## config.mk

```make
export PLATFORM = sky130hd
export DESIGN_NAME = vcwf_div
export DESIGN_NICKNAME = d
export VERILOG_FILES = /design/src/rtl/vcwf_pkg.sv /design/src/rtl/vcwf_div.sv
export SDC_FILE = /design/constraint.sdc
export NUM_CORES = 1
export LEC_CHECK = 0
export BUFFER_PORTS_ARGS = -buffer_cell sky130_fd_sc_hd__buf_2
export CAP_MARGIN = 20
export CORE_MARGIN = 3
export CORE_UTILIZATION = 51
export CTS_CLUSTER_DIAMETER = 50
export DETAILED_ROUTE_END_ITERATION = 10
export GPL_TIMING_DRIVEN = 1
export PLACE_DENSITY = 0.75
export SLEW_MARGIN = 20
export SYNTH_ARGS = -nofsm -noshare
export SYNTH_HDL_FRONTEND = slang
export SYNTH_SLANG_ARGS = --single-unit
export TNS_END_PERCENT = 50
```

## constraint.sdc

```tcl
create_clock -name i_clk -period 4.3 [get_ports i_clk]
set_clock_uncertainty 0.15 [all_clocks]
set_input_delay 0.215 -clock i_clk [delete_from_list [all_inputs] [get_ports i_clk]]
set_output_delay 0.215 -clock i_clk [all_outputs]
set_load 0.02 [all_outputs]
```

## src/rtl/vcwf_pkg.sv

```systemverilog
package vcwf_pkg;

    localparam int MAX_COLUMNS     = 1024;
    localparam int MAX_LINES       = 1024;
    localparam int MAX_HALF_WINDOW = 31;
    localparam int WEIGHT_BITS     = 14;

    localparam int COL_W   = $clog2(MAX_COLUMNS);
    localparam int ROW_W   = $clog2(MAX_LINES);
    localparam int HALF_W  = $clog2(MAX_HALF_WINDOW + 1);
    localparam int ADDR_W  = ROW_W + COL_W;
    localparam int DIM_W   = 11;
    localparam int POS_W   = 10;
    localparam int SMP_W   = 32;
    localparam int WIN_W   = 24;
    localparam int CFG_IDX_W  = 3;
    localparam int CFG_DATA_W = 32;

    localparam int W_W     = WEIGHT_BITS + 1;
    localparam int PROD_W  = W_W + 1 + SMP_W;
    localparam int WSUM_W  = W_W + 2 * HALF_W + 2;
    localparam int SQ_W    = 2 * (WIN_W + 1);
    localparam int ROOT_W  = WIN_W + 1;
    localparam int SREM_W  = ROOT_W + 3;
    localparam int ACC_W   = WIN_W + HALF_W + 2;

    localparam int DIV_NUM_W = 64;
    localparam int DIV_DEN_W = 32;
    localparam int DIV_IDX_W = $clog2(DIV_NUM_W);
    localparam int DIV_CNT_W = DIV_IDX_W + 1;

    typedef enum logic [CFG_IDX_W-1:0] {
        CFG_COLUMNS   = 3'd0,
        CFG_LINES     = 3'd1,
        CFG_SPACING_X = 3'd2,
        CFG_SPACING_Y = 3'd3,
        CFG_NULL      = 3'd4
    } t_cfg_idx;

    typedef enum logic [3:0] {
        S_IDLE, S_HALF, S_BOUND, S_READ, S_CHECK, S_SQX, S_SQY, S_SQRT,
        S_WCHK, S_WDIV, S_MUL, S_ADD, S_FIN, S_FDIV, S_OUT
    } t_state;

    typedef struct packed {
        logic                 start;
        logic [DIV_CNT_W-1:0] nbits;
        logic [DIV_NUM_W-1:0] num;
        logic [DIV_DEN_W-1:0] den;
    } t_div_req;

    typedef struct packed {
        logic                 done;
        logic [DIV_NUM_W-1:0] quot;
    } t_div_rsp;

endpackage

```

## src/rtl/vcwf_div.sv

```systemverilog
module vcwf_div
    import vcwf_pkg::*;
(
    input  logic     i_clk,
    input  logic     i_rst_n,
    input  t_div_req i_req,
    output t_div_rsp o_rsp
);

    logic                 r_busy;
    logic                 r_done;
    logic [DIV_IDX_W-1:0] r_idx;
    logic [DIV_NUM_W-1:0] r_num;
    logic [DIV_DEN_W-1:0] r_den;
    logic [DIV_DEN_W-1:0] r_rem;
    logic [DIV_NUM_W-1:0] r_quot;
    logic [DIV_DEN_W:0]   trial;
    logic                 fits;
    logic [DIV_DEN_W:0]   diff;
    logic [DIV_CNT_W-1:0] last;

    assign trial = {r_rem, r_num[r_idx]};
    assign fits  = trial >= {1'b0, r_den};
    assign diff  = trial - {1'b0, r_den};
    assign last  = i_req.nbits - DIV_CNT_W'(1);

    always_ff @(posedge i_clk) begin
        if (!i_rst_n) begin
            r_busy <= 1'b0;
            r_done <= 1'b0;
        end else begin
            r_done <= 1'b0;
            if (i_req.start) begin
                r_busy <= 1'b1;
                r_idx  <= last[DIV_IDX_W-1:0];
                r_num  <= i_req.num;
                r_den  <= i_req.den;
                r_rem  <= '0;
                r_quot <= '0;
            end else if (r_busy) begin
                r_rem  <= fits ? diff[DIV_DEN_W-1:0] : trial[DIV_DEN_W-1:0];
                r_quot <= {r_quot[DIV_NUM_W-2:0], fits};
                if (r_idx == '0) begin
                    r_busy <= 1'b0;
                    r_done <= 1'b1;
                end else begin
                    r_idx <= r_idx - DIV_IDX_W'(1);
                end
            end
        end
    end

    assign o_rsp.done = r_done;
    assign o_rsp.quot = r_quot;

endmodule

```

==> results.txt <==
----------------------------------------------------
[Outcome]
  Outcome ... completed

[Worst setup path]
  Maximum fanout encountered on the critical timing path ... 7
  Worst Path Required ... 4.34 ns
  Category of the critical setup timing path ... flop to flop
  Signal arrival time at the worst endpoint ... 4.32 ns
  Nature of the critical path startpoint ... flop
  Kind of end point of the critical path ... flop

[Logic synthesis]
  Count of distinct cell types in the synthesized netlist ... between 60 and 70
  Synth Net Count ... 929
  Sequential-to-total area share from yosys stat ... 60.6%
  Async set-reset flop share out of synthesis ... 0%
  Synthesized instance count ... 789
  Flip-flop and latch count after synthesis ... 200
  Yosys warnings ... 0
  Number of synthesized flops with an enable pin ... 198
  Cell Area, Synth ... 9870 sq um
  Average instance area after synthesis ... 12.5 sq um
  Ys flop type ... sky130_fd_sc_hd__edfxtp_1

[Final layout]
  Most used cells in the layout excluding fill and tap cells ... sky130_fd_sc_hd__edfxtp_1, sky130_fd_sc_hd__buf_2, sky130_fd_sc_hd__dlygate4sd3_1
  Layout cell share with drive strength beyond 1 ... 27.5%
  Most frequent standard cell in the layout excluding fill and tap cells ... sky130_fd_sc_hd__edfxtp_1
  Footprint of the multi-input gates ... 3730 sq um
  Number of diodes ... 0
  Finished Core Util ... 69.4%
  Area overhead of the layout relative to synthesis ... 32.4%
  Post-layout net count ... 1215
  Fill cell total of the finished layout ... 1282
  Area taken by flip-flops and latches ... 5990 sq um

[Floorplan]
  Die Wd ... 145 microns
  Total Die Area ... roughly 21000 sq um
  Number of placed I/O pins ... 171
  Row Count ... 50
  Core footprint ... 18800 sq um
  Die Y-Extent ... 145 microns
  Initial Util ... about 52%

[Global routing]
  Via count of the first global-routing pass ... 7795
  First-pass GRT wire length ... 41200 microns
  Maximum number of pins on one net before global-route repair ... 57
  Initial antenna violation count ... 0
  Global router's overall resource usage ... between 20% and 30%
  Total global routing overflow ... 0

[Detailed routing]
  Count of unresolved DRC violations after routing ... 0
  Vias after detailed routing ... 7622
  DRT iter0 DRCs ... 581
  Vias per inst ... around 5.7
  Final Routed Wirelength ... between 20000 and 30000 microns
  Post-DR wirelength/cell ... roughly 19 microns
  Antenna viol nets, final ... 0
  1st-pass router iterations ... 5

[Clock network]
  Count of clock tree sinks ... 200
  TritonCTS buffer count ... 17
  CTS Buffer Depth ... 2
  Clock root buffer master ... sky130_fd_sc_hd__clkbuf_16
  Clk_lat worst skew ... 0.45 ns
  Clk pin slew, worst setup/hold paths ... about 0.090 ns
  CTS tree ... done
  H-tree depth ... 4

[STA]
  Crit share post-route ... 99.6%
  Setup tns final ... 0 ns
  Final-report hold violation count ... 0
  Fin. max-slew vios ... 0
  Timing-limited maximum frequency ... 0.234 GHz
  Setup repair after global routing missed its margin ... true
  Worst-margin pin slew ... roughly 0.66 ns
  Final setup fails ... 0
  Final critical-path required period ... 4.28 ns
  Worst max-slew margin expressed relative to the limit ... a little under three fifths

[Power and ir drop]
  Int Power ... 3.69 mW
  Proportion of power drawn by flip-flops and latches ... 44.6%
  Peak supply drop ... 0.321 mV
  Switching Power ... between 1.5 and 2 mW
  Clock Power Share ... 32.3%
  Proportion of power drawn by combinational gates ... a little under a quarter
  P per Cell Area ... just over 400 nW/um^2
  Sw Share ... 31.1%
  LEAKAGE ... 5.19 nW

[Placement]
  HPWL after detailed placement ... approximately 15000 microns
  Last weighted congestion value of the routability-driven placer ... 0.913
  Port Buf Inserts ... 169

[Worst hold path]
  Worst min-delay path class ... primary input to flop

[Flow run]
  Number of max-capacitance violations reported ... 0

----------------------------------------------------
-- layout make-up --
cell class,instances,share of cell area [%]
clock inverters,15,1.72
inverters,43,1.23
flip-flops and latches,200,45.8
clock buffers,17,3.25
multi-input cells,505,28.6
well taps,260,2.49
repair buffers,308,16.9
-- registers in the layout, indices dropped and copies added, names as in the netlist --
signal / cells
r_busy: 1
r_den: 32
r_done: 1
r_idx: 6
r_num: 64
r_quot: 64
r_rem: 32
-- critical path, cell delays in order, from the launching register on --
cell	delay, ns
sky130_fd_sc_hd__edfxtp_1	0.45
sky130_fd_sc_hd__buf_6	0.16
sky130_fd_sc_hd__clkbuf_16	0.16
sky130_fd_sc_hd__buf_8	0.14
sky130_fd_sc_hd__mux2i_2	0.15
sky130_fd_sc_hd__o21ai_2	0.25
sky130_fd_sc_hd__a21oi_2	0.11
sky130_fd_sc_hd__nor4_4	0.27
sky130_fd_sc_hd__nor4_4	0.10
sky130_fd_sc_hd__ha_4	0.18
sky130_fd_sc_hd__fa_2	0.37
sky130_fd_sc_hd__nor2b_2	0.14
sky130_fd_sc_hd__o211ai_1	0.10
sky130_fd_sc_hd__buf_4	0.17
sky130_fd_sc_hd__a211oi_4	0.36
sky130_fd_sc_hd__buf_4	0.19
sky130_fd_sc_hd__nor3_4	0.05
sky130_fd_sc_hd__o311ai_2	0.25
sky130_fd_sc_hd__xnor2_1	0.15
sky130_fd_sc_hd__o22ai_1	0.09
-- path summary, 6_finish.rpt --
kind / to / cells past startpoint / slack, ns / from
setup reg to reg: r_rem[20] / 19 / 0.02 / r_idx[0]
setup / recovery: r_rem[20] / 19 / 0.02 / r_idx[0]
hold / removal: r_idx[2] / 3 / 0.07 / i_req[98]
hold reg to reg: r_done / 2 / 0.36 / r_busy
-- repair_timing --
item	CTS	global route
hold buffers	99	0
setup buffers	0	11
resized for setup	1	42
pin swaps	0	26
setup endpoints to repair	3	32
gates cloned	0	2
hold endpoints to repair	99	0
-- through the flow --
step / total power [mW] / hold WS [ns] / instance area [sq um] / cells / setup slack [ns]
2_1_floorplan: 3.17 / 0.164 / 9870 / 789 / 0.299
3_3_place_gp: 3.47 / 0.241 / 11100 / 1206 / -0.0510
3_5_place_dp: 3.49 / 0.243 / 11100 / 1206 / -0.0655
4_1_cts: 5.27 / 0.0650 / 12800 / 1337 / -0.0291
5_1_grt: 5.59 / 0.0874 / 13100 / 1348 / -0.193
6_report: 5.36 / 0.0735 / 13100 / 1348 / 0.0189
-- power by group through the flow --
stage / logic [mW] / clock network [mW] / registers (mW)
2_1_floorplan: 0.717 / 0 / 2.46
3_3_place_gp: 1.05 / 0 / 2.42
3_5_place_dp: 1.07 / 0 / 2.42
4_1_cts: 1.15 / 1.74 / 2.38
5_1_grt: 1.35 / 1.83 / 2.41
6_report: 1.23 / 1.73 / 2.39
-- kinds of logic after synthesis --
logic type      count (synthesis)  share of synthesized area [%]
simple gates                  224                           12.7
flops                         200                           60.6
compound gates                189                           12.2
buf+inv                        84                           3.44
mux                            34                           4.53
fa+ha+maj                      34                           4.39
xor+xnor                       24                           2.13
-- Yosys cell counts, drive strengths merged (10+ instances only) --
cell type / number / area [sq um]
buf: 15 / 78.8
nand2: 35 / 134
o21a: 11 / 82.6
clkbuf: 26 / 98.8
edfxtp: 198 / 5950
nor2b: 67 / 419
nand3: 32 / 160
a211oi: 10 / 87.6
xnor2: 16 / 140
a21oi: 67 / 347
ha: 33 / 413
mux2i: 21 / 210
o21ai: 41 / 205
inv: 43 / 161
a21o: 15 / 113
nor3: 15 / 80.1
nor2: 22 / 82.6
-- routing by layer --
| layer | global-route usage (%) | up-vias | routed length, microns |
|---|---|---|---|
| li1 | - | 3539 | - |
| met1 | 30.7 | 3697 | 10700 |
| met2 | 40.7 | 325 | 13000 |
| met3 | 6.09 | 61 | 1710 |
| met4 | 9.12 | 0 | 721 |
| met5 | 0 | - | 0 |
No activity file was read; power rests on OpenSTA's default activity.
